===== src/rtl/bpf_pkg.sv =====
// Types, constants and check/escape functions of the packet framer.
package bpf_pkg;

   localparam int BYTE_W    = 8;
   localparam int DIGIT_W   = 4;
   localparam int ACC_W     = 16;
   localparam int MASK_W    = 32;
   localparam int CSR_IDX_W = 4;
   localparam int CSR_DAT_W = 32;
   localparam int NUM_SLOTS = 10;

   localparam logic [BYTE_W-1:0] CH_DLE   = 8'h10;
   localparam logic [BYTE_W-1:0] CH_ETX   = 8'h03;
   localparam logic [BYTE_W-1:0] CH_B     = 8'h42;
   localparam logic [BYTE_W-1:0] CH_ZERO  = 8'h30;
   localparam logic [BYTE_W-1:0] LOW_ADJ  = 8'h40;
   localparam logic [BYTE_W-1:0] HIGH_ADJ = 8'h20;

   localparam logic [ACC_W-1:0]  CRC_POLY = 16'h1021;
   localparam logic [ACC_W-1:0]  CRC_INIT = 16'hFFFF;
   localparam logic [MASK_W-1:0] MASK_LOW_RESET  = 32'h002B_0028;
   localparam logic [MASK_W-1:0] MASK_HIGH_RESET = 32'h0000_0000;

   localparam logic [CSR_IDX_W-1:0] REG_CHECK_MODE = 4'd0;
   localparam logic [CSR_IDX_W-1:0] REG_QUOTE_ALL  = 4'd1;
   localparam logic [CSR_IDX_W-1:0] REG_MASK_LOW   = 4'd2;
   localparam logic [CSR_IDX_W-1:0] REG_MASK_HIGH  = 4'd3;

   // output slot order of one request
   localparam int SLOT_HDR_DLE = 0;
   localparam int SLOT_HDR_B   = 1;
   localparam int SLOT_DIGIT   = 2;
   localparam int SLOT_DAT_DLE = 3;
   localparam int SLOT_DAT     = 4;
   localparam int SLOT_ETX     = 5;
   localparam int SLOT_HI_DLE  = 6;
   localparam int SLOT_HI      = 7;
   localparam int SLOT_LO_DLE  = 8;
   localparam int SLOT_LO      = 9;

   typedef logic [NUM_SLOTS-1:0] slot_mask_type;

   typedef struct packed {
      logic              first;
      logic [BYTE_W-1:0] digit_char;
      logic [BYTE_W-1:0] dat;
      logic              dat_esc;
      logic              last;
      logic              crc;
      logic [BYTE_W-1:0] chk_hi;
      logic              hi_esc;
      logic [BYTE_W-1:0] chk_lo;
      logic              lo_esc;
   } job_type;

   typedef struct packed {
      logic              check_mode;
      logic              quote_all;
      logic [MASK_W-1:0] mask_low;
      logic [MASK_W-1:0] mask_high;
   } cfg_type;

   function automatic logic [ACC_W-1:0] chk_update(logic [ACC_W-1:0] acc,
                                                  logic [BYTE_W-1:0] b,
                                                  logic crc);
      logic [ACC_W-1:0]  c;
      logic [BYTE_W-1:0] r;
      logic [BYTE_W:0]   s;
      logic [BYTE_W-1:0] w;
      c = acc ^ {b, 8'h00};
      for (int i = 0; i < 8; i++) begin
         c = c[ACC_W-1] ? ({c[ACC_W-2:0], 1'b0} ^ CRC_POLY) : {c[ACC_W-2:0], 1'b0};
      end
      r = {acc[6:0], acc[7]};
      s = {1'b0, r} + {1'b0, b};
      w = s[BYTE_W] ? (s[BYTE_W-1:0] + 8'd1) : s[BYTE_W-1:0];
      return crc ? c : {8'h00, w};
   endfunction

   function automatic logic esc_need(logic [BYTE_W-1:0] b, cfg_type cfg);
      logic lo_rng;
      logic hi_rng;
      lo_rng = (b[7:5] == 3'b000);
      hi_rng = (b[7:5] == 3'b100);
      return (lo_rng && (cfg.quote_all || cfg.mask_low[b[4:0]])) ||
             (hi_rng && (cfg.quote_all || cfg.mask_high[b[4:0]]));
   endfunction

   function automatic logic [BYTE_W-1:0] esc_value(logic [BYTE_W-1:0] b, logic need);
      logic [BYTE_W-1:0] v;
      v = b;
      if (need) begin
         v = (b[7:5] == 3'b000) ? (b + LOW_ADJ) : (b - HIGH_ADJ);
      end
      return v;
   endfunction

endpackage


===== src/rtl/bpf_ifs.sv =====
// Handshake interfaces for the request, response and CSR channels.
interface bpf_req_if;
   logic                          valid;
   logic                          ready;
   logic [bpf_pkg::BYTE_W-1:0]    payload_byte;
   logic                          first_of_packet;
   logic                          last_of_packet;
   logic [bpf_pkg::DIGIT_W-1:0]   seq_digit;
   modport source (output valid, payload_byte, first_of_packet, last_of_packet, seq_digit,
                   input ready);
   modport sink   (input valid, payload_byte, first_of_packet, last_of_packet, seq_digit,
                   output ready);
endinterface

interface bpf_rsp_if;
   logic                          valid;
   logic                          ready;
   logic [bpf_pkg::BYTE_W-1:0]    tx_byte;
   logic                          run_last;
   logic                          frame_end;
   modport source (output valid, tx_byte, run_last, frame_end, input ready);
   modport sink   (input valid, tx_byte, run_last, frame_end, output ready);
endinterface

interface bpf_csr_if;
   logic                            valid;
   logic                            ready;
   logic [bpf_pkg::CSR_IDX_W-1:0]   index;
   logic [bpf_pkg::CSR_DAT_W-1:0]   data;
   modport source (output valid, index, data, input ready);
   modport sink   (input valid, index, data, output ready);
endinterface


===== src/rtl/bpf_front.sv =====
// Front end: CSR registers, check accumulation and escape classification.
module bpf_front (
   input  logic                            clock,
   input  logic                            reset,
   input  logic                            req_valid,
   output logic                            req_ready,
   input  logic [bpf_pkg::BYTE_W-1:0]      payload_byte,
   input  logic                            first_of_packet,
   input  logic                            last_of_packet,
   input  logic [bpf_pkg::DIGIT_W-1:0]     seq_digit,
   input  logic                            csr_valid,
   output logic                            csr_ready,
   input  logic [bpf_pkg::CSR_IDX_W-1:0]   csr_index,
   input  logic [bpf_pkg::CSR_DAT_W-1:0]   csr_data,
   output logic                            push_valid,
   input  logic                            push_ready,
   output bpf_pkg::job_type                push_job
);

   bpf_pkg::cfg_type                cfg_ff, cfg_in;
   logic [bpf_pkg::ACC_W-1:0]       acc_ff, acc_in;
   logic [bpf_pkg::ACC_W-1:0]       acc0, acc1, acc2, acc3;
   logic [bpf_pkg::BYTE_W-1:0]      digit_char;
   logic                            dat_esc, hi_esc, lo_esc;
   logic                            accept;

   assign req_ready  = push_ready;
   assign csr_ready  = 1'b1;
   assign push_valid = req_valid;
   assign accept     = req_valid && push_ready;

   always_comb begin
      cfg_in = cfg_ff;
      if (csr_valid) begin
         unique case (csr_index)
            bpf_pkg::REG_CHECK_MODE: cfg_in.check_mode = csr_data[0];
            bpf_pkg::REG_QUOTE_ALL:  cfg_in.quote_all  = csr_data[0];
            bpf_pkg::REG_MASK_LOW:   cfg_in.mask_low   = csr_data;
            bpf_pkg::REG_MASK_HIGH:  cfg_in.mask_high  = csr_data;
            default: ;
         endcase
      end
   end

   always_comb begin
      digit_char = bpf_pkg::CH_ZERO + {4'h0, seq_digit};
      acc0 = first_of_packet ? (cfg_ff.check_mode ? bpf_pkg::CRC_INIT : '0) : acc_ff;
      acc1 = first_of_packet ? bpf_pkg::chk_update(acc0, digit_char, cfg_ff.check_mode)
                             : acc0;
      acc2 = bpf_pkg::chk_update(acc1, payload_byte, cfg_ff.check_mode);
      acc3 = last_of_packet ? bpf_pkg::chk_update(acc2, bpf_pkg::CH_ETX, cfg_ff.check_mode)
                            : acc2;
      acc_in = accept ? acc3 : acc_ff;
   end

   assign dat_esc = bpf_pkg::esc_need(payload_byte, cfg_ff);
   assign hi_esc  = bpf_pkg::esc_need(acc3[15:8], cfg_ff);
   assign lo_esc  = bpf_pkg::esc_need(acc3[7:0], cfg_ff);

   always_comb begin
      push_job.first      = first_of_packet;
      push_job.digit_char = digit_char;
      push_job.dat        = bpf_pkg::esc_value(payload_byte, dat_esc);
      push_job.dat_esc    = dat_esc;
      push_job.last       = last_of_packet;
      push_job.crc        = cfg_ff.check_mode;
      push_job.chk_hi     = bpf_pkg::esc_value(acc3[15:8], hi_esc);
      push_job.hi_esc     = hi_esc;
      push_job.chk_lo     = bpf_pkg::esc_value(acc3[7:0], lo_esc);
      push_job.lo_esc     = lo_esc;
   end

   always_ff @(posedge clock) begin
      if (reset) begin
         cfg_ff.check_mode <= 1'b0;
         cfg_ff.quote_all  <= 1'b0;
         cfg_ff.mask_low   <= bpf_pkg::MASK_LOW_RESET;
         cfg_ff.mask_high  <= bpf_pkg::MASK_HIGH_RESET;
         acc_ff            <= '0;
      end else begin
         cfg_ff <= cfg_in;
         acc_ff <= acc_in;
      end
   end

endmodule


===== src/rtl/bpf_queue.sv =====
// Small request queue between front and back end.
module bpf_queue #(
   parameter int DEPTH = 2
) (
   input  logic             clock,
   input  logic             reset,
   input  logic             push_valid,
   output logic             push_ready,
   input  bpf_pkg::job_type push_job,
   output logic             pop_valid,
   input  logic             pop,
   output bpf_pkg::job_type pop_job
);

   localparam int PW = (DEPTH > 1) ? $clog2(DEPTH) : 1;
   localparam int CW = $clog2(DEPTH + 1);

   bpf_pkg::job_type  mem_ff [DEPTH];
   logic [PW-1:0]     wr_ptr_ff, wr_ptr_in;
   logic [PW-1:0]     rd_ptr_ff, rd_ptr_in;
   logic [CW-1:0]     count_ff, count_in;
   logic              do_push, do_pop;

   assign push_ready = (count_ff != CW'(DEPTH));
   assign pop_valid  = (count_ff != '0);
   assign pop_job    = mem_ff[rd_ptr_ff];
   assign do_push    = push_valid && push_ready;
   assign do_pop     = pop && pop_valid;

   always_comb begin
      wr_ptr_in = wr_ptr_ff;
      rd_ptr_in = rd_ptr_ff;
      count_in  = count_ff;
      if (do_push) begin
         wr_ptr_in = (wr_ptr_ff == PW'(DEPTH - 1)) ? '0 : wr_ptr_ff + 1'b1;
      end
      if (do_pop) begin
         rd_ptr_in = (rd_ptr_ff == PW'(DEPTH - 1)) ? '0 : rd_ptr_ff + 1'b1;
      end
      if (do_push && !do_pop) begin
         count_in = count_ff + 1'b1;
      end else if (do_pop && !do_push) begin
         count_in = count_ff - 1'b1;
      end
   end

   always_ff @(posedge clock) begin
      if (do_push) begin
         mem_ff[wr_ptr_ff] <= push_job;
      end
   end

   always_ff @(posedge clock) begin
      if (reset) begin
         wr_ptr_ff <= '0;
         rd_ptr_ff <= '0;
         count_ff  <= '0;
      end else begin
         wr_ptr_ff <= wr_ptr_in;
         rd_ptr_ff <= rd_ptr_in;
         count_ff  <= count_in;
      end
   end

endmodule


===== src/rtl/bpf_back.sv =====
// Back end: walks the output slots of each request, one line byte per cycle unless stalled.
module bpf_back (
   input  logic                        clock,
   input  logic                        reset,
   input  logic                        job_valid,
   output logic                        job_pop,
   input  bpf_pkg::job_type            job,
   output logic                        rsp_valid,
   input  logic                        rsp_ready,
   output logic [bpf_pkg::BYTE_W-1:0]  tx_byte,
   output logic                        run_last,
   output logic                        frame_end
);

   bpf_pkg::job_type             cur_ff, cur_in;
   bpf_pkg::slot_mask_type       mask_ff, mask_in;
   bpf_pkg::slot_mask_type       enables, pick, rem;
   logic [bpf_pkg::BYTE_W-1:0]   slot_byte [bpf_pkg::NUM_SLOTS];
   logic [bpf_pkg::BYTE_W-1:0]   sel_byte;
   logic                         rsp_valid_ff, rsp_valid_in;
   logic [bpf_pkg::BYTE_W-1:0]   tx_byte_ff;
   logic                         run_last_ff, frame_end_ff;
   logic                         busy, out_free, advance, need_load;

   always_comb begin
      enables = '0;
      enables[bpf_pkg::SLOT_HDR_DLE] = job.first;
      enables[bpf_pkg::SLOT_HDR_B]   = job.first;
      enables[bpf_pkg::SLOT_DIGIT]   = job.first;
      enables[bpf_pkg::SLOT_DAT_DLE] = job.dat_esc;
      enables[bpf_pkg::SLOT_DAT]     = 1'b1;
      enables[bpf_pkg::SLOT_ETX]     = job.last;
      enables[bpf_pkg::SLOT_HI_DLE]  = job.last && job.crc && job.hi_esc;
      enables[bpf_pkg::SLOT_HI]      = job.last && job.crc;
      enables[bpf_pkg::SLOT_LO_DLE]  = job.last && job.lo_esc;
      enables[bpf_pkg::SLOT_LO]      = job.last;
   end

   always_comb begin
      slot_byte[bpf_pkg::SLOT_HDR_DLE] = bpf_pkg::CH_DLE;
      slot_byte[bpf_pkg::SLOT_HDR_B]   = bpf_pkg::CH_B;
      slot_byte[bpf_pkg::SLOT_DIGIT]   = cur_ff.digit_char;
      slot_byte[bpf_pkg::SLOT_DAT_DLE] = bpf_pkg::CH_DLE;
      slot_byte[bpf_pkg::SLOT_DAT]     = cur_ff.dat;
      slot_byte[bpf_pkg::SLOT_ETX]     = bpf_pkg::CH_ETX;
      slot_byte[bpf_pkg::SLOT_HI_DLE]  = bpf_pkg::CH_DLE;
      slot_byte[bpf_pkg::SLOT_HI]      = cur_ff.chk_hi;
      slot_byte[bpf_pkg::SLOT_LO_DLE]  = bpf_pkg::CH_DLE;
      slot_byte[bpf_pkg::SLOT_LO]      = cur_ff.chk_lo;
   end

   // lowest pending slot goes out next
   always_comb begin
      pick     = mask_ff & (~mask_ff + 1'b1);
      rem      = mask_ff & ~pick;
      sel_byte = '0;
      for (int i = 0; i < bpf_pkg::NUM_SLOTS; i++) begin
         sel_byte = sel_byte | (pick[i] ? slot_byte[i] : '0);
      end
   end

   assign busy      = (mask_ff != '0);
   assign out_free  = !rsp_valid_ff || rsp_ready;
   assign advance   = busy && out_free;
   assign need_load = !busy || (advance && (rem == '0));
   assign job_pop   = need_load && job_valid;

   always_comb begin
      cur_in  = job_pop ? job : cur_ff;
      mask_in = mask_ff;
      if (job_pop) begin
         mask_in = enables;
      end else if (advance) begin
         mask_in = rem;
      end
      if (advance) begin
         rsp_valid_in = 1'b1;
      end else begin
         rsp_valid_in = rsp_valid_ff && !rsp_ready;
      end
   end

   always_ff @(posedge clock) begin
      cur_ff <= cur_in;
      if (advance) begin
         tx_byte_ff   <= sel_byte;
         run_last_ff  <= (rem == '0);
         frame_end_ff <= (rem == '0) && cur_ff.last;
      end
   end

   always_ff @(posedge clock) begin
      if (reset) begin
         mask_ff      <= '0;
         rsp_valid_ff <= 1'b0;
      end else begin
         mask_ff      <= mask_in;
         rsp_valid_ff <= rsp_valid_in;
      end
   end

   assign rsp_valid = rsp_valid_ff;
   assign tx_byte   = tx_byte_ff;
   assign run_last  = run_last_ff;
   assign frame_end = frame_end_ff;

endmodule


===== src/rtl/b_plus_packet_framer.sv =====
// Top level of the packet framer: front end, request queue and back end.
//
// Channel  Dir  Handshake      Carries
// req_if   in   valid/ready    payload_byte, first_of_packet, last_of_packet, seq_digit
// rsp_if   out  valid/ready    tx_byte, run_last, frame_end
// csr_if   in   valid/ready    index, data (check_mode, quote_all, mask_low, mask_high)
//
// One line byte leaves per cycle while the output is not stalled; a request makes 1 to 10
// output bytes in the back end, one per enabled slot, which sets the sustained rate.
// Check and escape decisions are made in the cycle a request is accepted.
// The queue of QUEUE_DEPTH entries and the output register let each side stall alone.
// Synchronous reset clears queue, sequencer and output valid; CSR always ready.
module b_plus_packet_framer #(
   parameter int QUEUE_DEPTH = 2
) (
   input  logic        clock,
   input  logic        reset,
   bpf_req_if.sink     req_if,
   bpf_rsp_if.source   rsp_if,
   bpf_csr_if.sink     csr_if
);

   bpf_pkg::job_type  push_job, pop_job;
   logic              push_valid, push_ready;
   logic              pop_valid, pop;

   bpf_front u_front (
      .clock           (clock),
      .reset           (reset),
      .req_valid       (req_if.valid),
      .req_ready       (req_if.ready),
      .payload_byte    (req_if.payload_byte),
      .first_of_packet (req_if.first_of_packet),
      .last_of_packet  (req_if.last_of_packet),
      .seq_digit       (req_if.seq_digit),
      .csr_valid       (csr_if.valid),
      .csr_ready       (csr_if.ready),
      .csr_index       (csr_if.index),
      .csr_data        (csr_if.data),
      .push_valid      (push_valid),
      .push_ready      (push_ready),
      .push_job        (push_job)
   );

   bpf_queue #(.DEPTH(QUEUE_DEPTH)) u_queue (
      .clock      (clock),
      .reset      (reset),
      .push_valid (push_valid),
      .push_ready (push_ready),
      .push_job   (push_job),
      .pop_valid  (pop_valid),
      .pop        (pop),
      .pop_job    (pop_job)
   );

   bpf_back u_back (
      .clock     (clock),
      .reset     (reset),
      .job_valid (pop_valid),
      .job_pop   (pop),
      .job       (pop_job),
      .rsp_valid (rsp_if.valid),
      .rsp_ready (rsp_if.ready),
      .tx_byte   (rsp_if.tx_byte),
      .run_last  (rsp_if.run_last),
      .frame_end (rsp_if.frame_end)
   );

endmodule


===== src/flat_wrapper.sv =====
// flat-port wrapper written by rule: the top's interface ports become plain ports
module b_plus_packet_framer_flat 
#(
   parameter int QUEUE_DEPTH = 2
)
  (clock, reset, req_if_valid, req_if_payload_byte, req_if_first_of_packet, req_if_last_of_packet, req_if_seq_digit, req_if_ready, rsp_if_valid, rsp_if_tx_byte, rsp_if_run_last, rsp_if_frame_end, rsp_if_ready, csr_if_valid, csr_if_index, csr_if_data, csr_if_ready);
  bpf_req_if req_if_i ();
  bpf_rsp_if rsp_if_i ();
  bpf_csr_if csr_if_i ();
  input  logic clock;
  input  logic reset;
  input wire logic [$bits(req_if_i.valid)-1:0] req_if_valid;
  input wire logic [$bits(req_if_i.payload_byte)-1:0] req_if_payload_byte;
  input wire logic [$bits(req_if_i.first_of_packet)-1:0] req_if_first_of_packet;
  input wire logic [$bits(req_if_i.last_of_packet)-1:0] req_if_last_of_packet;
  input wire logic [$bits(req_if_i.seq_digit)-1:0] req_if_seq_digit;
  output wire logic [$bits(req_if_i.ready)-1:0] req_if_ready;
  output wire logic [$bits(rsp_if_i.valid)-1:0] rsp_if_valid;
  output wire logic [$bits(rsp_if_i.tx_byte)-1:0] rsp_if_tx_byte;
  output wire logic [$bits(rsp_if_i.run_last)-1:0] rsp_if_run_last;
  output wire logic [$bits(rsp_if_i.frame_end)-1:0] rsp_if_frame_end;
  input wire logic [$bits(rsp_if_i.ready)-1:0] rsp_if_ready;
  input wire logic [$bits(csr_if_i.valid)-1:0] csr_if_valid;
  input wire logic [$bits(csr_if_i.index)-1:0] csr_if_index;
  input wire logic [$bits(csr_if_i.data)-1:0] csr_if_data;
  output wire logic [$bits(csr_if_i.ready)-1:0] csr_if_ready;
  assign req_if_i.valid = req_if_valid;
  assign req_if_i.payload_byte = req_if_payload_byte;
  assign req_if_i.first_of_packet = req_if_first_of_packet;
  assign req_if_i.last_of_packet = req_if_last_of_packet;
  assign req_if_i.seq_digit = req_if_seq_digit;
  assign req_if_ready = req_if_i.ready;
  assign rsp_if_valid = rsp_if_i.valid;
  assign rsp_if_tx_byte = rsp_if_i.tx_byte;
  assign rsp_if_run_last = rsp_if_i.run_last;
  assign rsp_if_frame_end = rsp_if_i.frame_end;
  assign rsp_if_i.ready = rsp_if_ready;
  assign csr_if_i.valid = csr_if_valid;
  assign csr_if_i.index = csr_if_index;
  assign csr_if_i.data = csr_if_data;
  assign csr_if_ready = csr_if_i.ready;
  b_plus_packet_framer #(.QUEUE_DEPTH(QUEUE_DEPTH)) u_core (.clock(clock), .reset(reset), .req_if(req_if_i), .rsp_if(rsp_if_i), .csr_if(csr_if_i));
endmodule

===== config.mk =====
export PLATFORM = sky130hd
export DESIGN_NAME = b_plus_packet_framer_flat
export DESIGN_NICKNAME = d
export VERILOG_FILES = /design/src/rtl/bpf_pkg.sv /design/src/rtl/bpf_ifs.sv /design/src/rtl/bpf_front.sv /design/src/rtl/bpf_queue.sv /design/src/rtl/bpf_back.sv /design/src/rtl/b_plus_packet_framer.sv /design/src/flat_wrapper.sv
export SDC_FILE = /design/constraint.sdc
export NUM_CORES = 1
export LEC_CHECK = 0
export CAP_MARGIN = 20
export CORE_MARGIN = 8
export CORE_UTILIZATION = 56
export DETAILED_ROUTE_END_ITERATION = 8
export DONT_BUFFER_PORTS = 1
export PLACE_DENSITY = 0.74
export RECOVER_POWER = 25
export SETUP_SLACK_MARGIN = 0.15
export SYNTH_ARGS = -nofsm -noshare
export SYNTH_HDL_FRONTEND = slang
export SYNTH_SLANG_ARGS = --single-unit

===== constraint.sdc =====
create_clock -name clock -period 6.94 [get_ports clock]
set_input_delay 0.694 -clock clock [delete_from_list [all_inputs] [get_ports clock]]
set_output_delay 0.694 -clock clock [all_outputs]
set_load 0.01 [all_outputs]

# Word level (Yosys, flattened, before mapping)
# Memory sizes are Yosys's and may differ from the RTL's. A register that Yosys moved wholly into a read port is not among the register bits.
# Cells that the tools add are included.
# totals
word_cells	207
ram_bits	74
memories	1
inputBits	55
reg_bits	140
# mem_list
memory	depth	width	rd	rd_clocked_by_memory_dff	wr	line	source
u_core.u_queue.mem_ff	2	37	1	1	1	bpf_queue.sv:18	bpf_pkg::job_type mem_ff [DEPTH];
# classes
n_lt_le_gt_ge	3
muxes	73
n_eq_ne	7
n_reduce_logical	47
n_bitwise	40
n_addsub	18
# ops
cell	count
13-bit two-way mux	24
16-bit two-way mux	7
8-bit two-way mux	13
3-bit NOT	24
1-bit binary-select mux with 5-bit select	6
8-bit by 1-bit adder with 8-bit output, second input constant	3
8-bit by 7-bit adder with 8-bit output, second input constant	3
8-bit by 5-bit OR with 8-bit output	3
8-bit OR	3
8-bit by 6-bit subtractor with 8-bit output, second input constant	3
10-bit bitwise AND	2
10-bit two-way mux	2
5-bit two-way mux	4
10-bit NOT	2
1-bit logical AND	18
5-bit by 6-bit < comparator with 1-bit output, second input constant	3
16-bit by 15-bit bitwise XOR with 16-bit output	1
16-bit bitwise XOR	1
1-bit two-way mux	13
1-bit logical OR	11
10-bit by 1-bit adder with 10-bit output, second input constant	1
10-bit logical NOT	1
10-bit nonzero test	1
8-bit by 2-bit adder with 9-bit output, second input constant	1
21 further kinds	38

# Depth between registers and ports, before layout
# logic_depth
word_depth	63
depth_mapped	30
ltp_nobuf	27

# Cells and area by module
# From an unflattened synthesis, not the netlist that was laid out.
# unflattened
hier_cells	1343
hier_area_um2	13379.1
# by_module_without_submodules
mod	cells_per_inst	seq_area_each_um2	n_inst	area_per_inst_um2
bpf_front	1038	1641.6	1	8190.4
bpf_queue	142	2382.3	1	2965.3
bpf_back	163	1511.4	1	2223.4

# Least setup slack after synthesis
# No wires, ideal clock.
# synth_path
kind	input port to flip-flop
from	input req_if_first_of_packet
to	memory u_core.u_queue.mem_ff[0][7] (netlist bit), data pin
cell_stages	28
path_slack_ns	0.434
n_path_buf	3
arrival_ns	6.217
path_cell_list	buf_6 -> clkbuf_1 -> nand2b_1 -> nand2_1 -> ha_1 -> fa_1 -> a21o_1 -> a21oi_1 -> xnor2_1 -> nand2_1 -> a21oi_1 -> o221ai_1 -> a31oi_1 -> ha_1 -> o21a_1 -> o2111ai_1 -> a21oi_1 -> o211ai_1 -> o21ai_1 -> nand2_1 -> o41ai_1 -> or2_1 -> buf_6 -> mux2_1 -> o211a_1 -> a2111o_1 -> a41oi_2 -> a311oi_1
# synth_lines
element	line	source
start: declaration	flat_wrapper.sv:14	input wire logic [$bits(req_if_i.first_of_packet)-1:0] req_if_first_of_packet;
end: declaration	bpf_queue.sv:18	

==> impl_metrics.json <==
{
  "slowest_stage": "or4_1",
  "fin_cells": 1476,
  "power.switching_mw": 1.571,
  "place.gp.congestion": 0.9426,
  "wl_um": 31440,
  "syn_nets": 1278,
  "crit_fanout": 6,
  "die_h_um": 162.0,
  "antenna_found_initial": 0,
  "via_per_inst": 6.313,
  "diodes": 0,
  "final_cell_mix": "202 x nand2_1, 115 x a21oi_1, 107 x edfxtp_1",
  "grt_pass1_vias": 8976,
  "path_class": "register to register",
  "cp_slowest_stage_delay_ns": 0.49,
  "fin_setup_tns_ns": 0,
  "firstDrtPassIters": 6,
  "fp-row-count": 53,
  "drc": 0,
  "die_w_um": 162.0,
  "worstPathArrival_ns": 6.72,
  "max_freq_mhz": 156.4,
  "clk_path_buf_depth": 3,
  "port_buffers": 0,
  "clkPwrFrac_pct": 25.3,
  "violations": "capacitance limit, slew limit",
  "async_flop_share_pct": 0,
  "overflow": 0,
  "status": "finished with violations",
  "yosysWarningCount": 0,
  "power_frac_seq_pct": 39.1,
  "crit_path_frequent_cell": "nand2_1",
  "final_common_cell": "nand2_1",
  "final_util_pct": 61.59,
  "cellLeakagePower_nw": 4.613,
  "intPower_mw": 2.953,
  "start_kind": "register",
  "synthFlopType": "edfxtp_1",
  "cp_num_buf_inv": 0,
  "wl_per_cell_um": 21.30,
  "cts_buffers": 21,
  "fin_crit_sh_pct": 92.12,
  "grt.total_usage_pct": 23.64,
  "pwr-share-comb_pct": 35.6,
  "maxCapViolations": 3,
  "dr_total_vias": 9318,
  "cts_tree": "yes",
  "worstMarginPinSlew_ns": 1.910,
  "rsz0062_at_grt": "no",
  "detailedPlacementHpwl_um": 22580,
  "layout-drive-gt1-share_pct": 14.32,
  "synth_cell_types": 93,
  "crit_family": "compound AO/OA/AOI/OAI gates",
  "clk_latency_ns": 0.51,
  "die-area_um2": 26240,
  "initial_core_util_pct": 56.96,
  "drt_iter0_drc": 913,
  "synthesis.instances": 1201,
  "power_density_nw_per_um2": 350.5,
  "p_sw_share_pct": 34.72,
  "coreArea_um2": 20960,
  "syn_to_final_growth_pct": 8.123,
  "synth_edf_count": 107,
  "worstPathRequired_ns": 7.27,
  "fin_crit_ns": 6.393,
  "finalSetupViolations": 0,
  "cts-htree-levels": 1,
  "grt_pass1_wl_um": 49660,
  "placed_cells": 1433,
  "clock_skew_ns": 0.01728,
  "yosys_register_bits": 205,
  "root_buffer": "clkbuf_16",
  "grt_start_max_net_pins": 99,
  "avgSynthCellArea_um2": 9.939,
  "ys_seq_area_share_pct": 43.35,
  "netlist_area_um2": 11940,
  "vdd_ir_drop_max_mv": 0.2807,
  "hold_violations": 0,
  "endpoint_kind": "register",
  "clk_pin_slew_ns": 0.06,
  "ant_nets": 0,
  "slew_violations": 102,
  "min_path_type": "input port to register",
  "cts_sinks": 205,
  "slew_headroom_pct": -27.36,
  "nets": 1263,
  "num_io_pins": 68
}
-- final cells by class --
class                           instances  area, µm²
Clock inverter                         12      143.9
Multi-Input combinational cell        892       6336
Timing Repair Buffer                   31      221.5
Clock buffer                           26      554.3
Sequential cell                       205       5175
Inverter                               35      131.4
Fill cell                            1786       8049
Tap cell                              275      344.1
-- flip-flops by register name, summed over array words and instances, names as in the netlist, 2 cells and up, named ones only --
| signal | cells |
|---|---|
| u_core.u_back.cur_ff | 29 |
| u_core.u_back.mask_ff | 10 |
| u_core.u_back.tx_byte | 8 |
| u_core.u_front.acc_ff | 16 |
| u_core.u_front.cfg_ff | 65 |
| u_core.u_queue.count_ff | 2 |
| u_core.u_queue.mem_ff | 68 |
-- final timing paths --
check / depth (start not counted) / end / from / slack, ns
min: 1 / u_core.u_front.cfg_ff[6]$_SDFFE_PP0P_ / reset / 0.25
max: 26 / u_core.u_queue.mem_ff[1][16]$_DFFE_PP_ / u_core.u_front.push_job[18]$_SDFFE_PP0P_ / 0.55
max reg2reg: 26 / u_core.u_queue.mem_ff[1][16]$_DFFE_PP_ / u_core.u_front.push_job[18]$_SDFFE_PP0P_ / 0.55
min reg2reg: 2 / u_core.u_front.acc_ff[11]$_SDFFE_PP0P_ / u_core.u_front.acc_ff[11]$_SDFFE_PP0P_ / 0.45
-- power groups by stage --
stage | Combinational (mW) | Sequential (mW) | Clock, mW
after CTS | 1.59 | 1.77 | 1.16
after global placement | 1.56 | 1.78 | 0
after floorplan | 1.27 | 1.73 | 0
after detailed placement | 1.58 | 1.79 | 0
final | 1.61 | 1.77 | 1.14
after global routing | 1.77 | 1.79 | 1.21
-- what timing repair did --
item,in CTS,in global routing
setup endpoints to repair,0,10
resized for setup,0,6
hold buffers,0,0
setup buffers,0,5
-- synthesized netlist by cell type, types with 4 or more instances --
cell type / number / share of area, %
o2111ai_1: 6 / 0.44
nand3b_1: 10 / 0.63
ha_1: 20 / 2.1
xor2_1: 14 / 1.0
and3_1: 5 / 0.26
a211oi_1: 16 / 1.0
nand4_1: 8 / 0.42
nand2b_1: 8 / 0.42
a221o_1: 4 / 0.34
clkbuf_1: 45 / 1.4
buf_4: 4 / 0.25
mux4_2: 31 / 5.8
nor2_1: 83 / 2.6
or2_2: 6 / 0.31
o22ai_1: 5 / 0.26
nand3_1: 19 / 0.80
o211ai_1: 15 / 0.94
a21o_1: 4 / 0.25
edfxtp_1: 107 / 27
o21ai_0: 33 / 1.4
nor2b_1: 12 / 0.63
a21oi_1: 117 / 4.9
and2_1: 4 / 0.21
nand2_1: 202 / 6.4
buf_2: 9 / 0.38
o41ai_1: 4 / 0.29
a22oi_1: 4 / 0.25
o21a_1: 8 / 0.50
or3_1: 9 / 0.47
buf_6: 4 / 0.38
nor3_1: 17 / 0.71
inv_1: 32 / 1.0
a211o_1: 4 / 0.29
o211a_1: 8 / 0.67
mux2_2: 47 / 4.4
dfxtp_1: 98 / 16
mux2i_1: 52 / 4.4
buf_1: 6 / 0.19
xnor2_1: 38 / 2.8
-- cells by family after synthesis --
logic type	count (synthesis)	synth area share, %
AND/OR/NAND/NOR	406	15.50
AO/OA/AOI/OAI	273	15.15
flip-flops	205	43.35
multiplexers	134	15.07
buffers and inverters	104	3.878
XOR/XNOR	56	4.581
adder cells (fa/ha/maj)	22	2.432
other	1	0.03142
-- metal layers --
layer	track usage [%]	wire length, µm
met4	8.418	1123
met2	38.70	14820
met1	30.75	13040
met3	4.581	2467
met5	0	0
-- per-stage QoR --
step | instance area, µm² | worst slack (ns) | power (mW) | hold WS, ns
3_5_place_dp | 12160 | 0.2750 | 3.369 | 0.4441
6_report | 12910 | 0.5470 | 4.523 | 0.2515
2_1_floorplan | 11940 | 0.4344 | 3.001 | 0.4318
4_1_cts | 12860 | 0.5895 | 4.515 | 0.2473
3_3_place_gp | 12160 | 0.4456 | 3.338 | 0.4392
5_1_grt | 12910 | 0.09379 | 4.769 | 0.2360
Note: power is estimated with default switching activity, not from simulation.
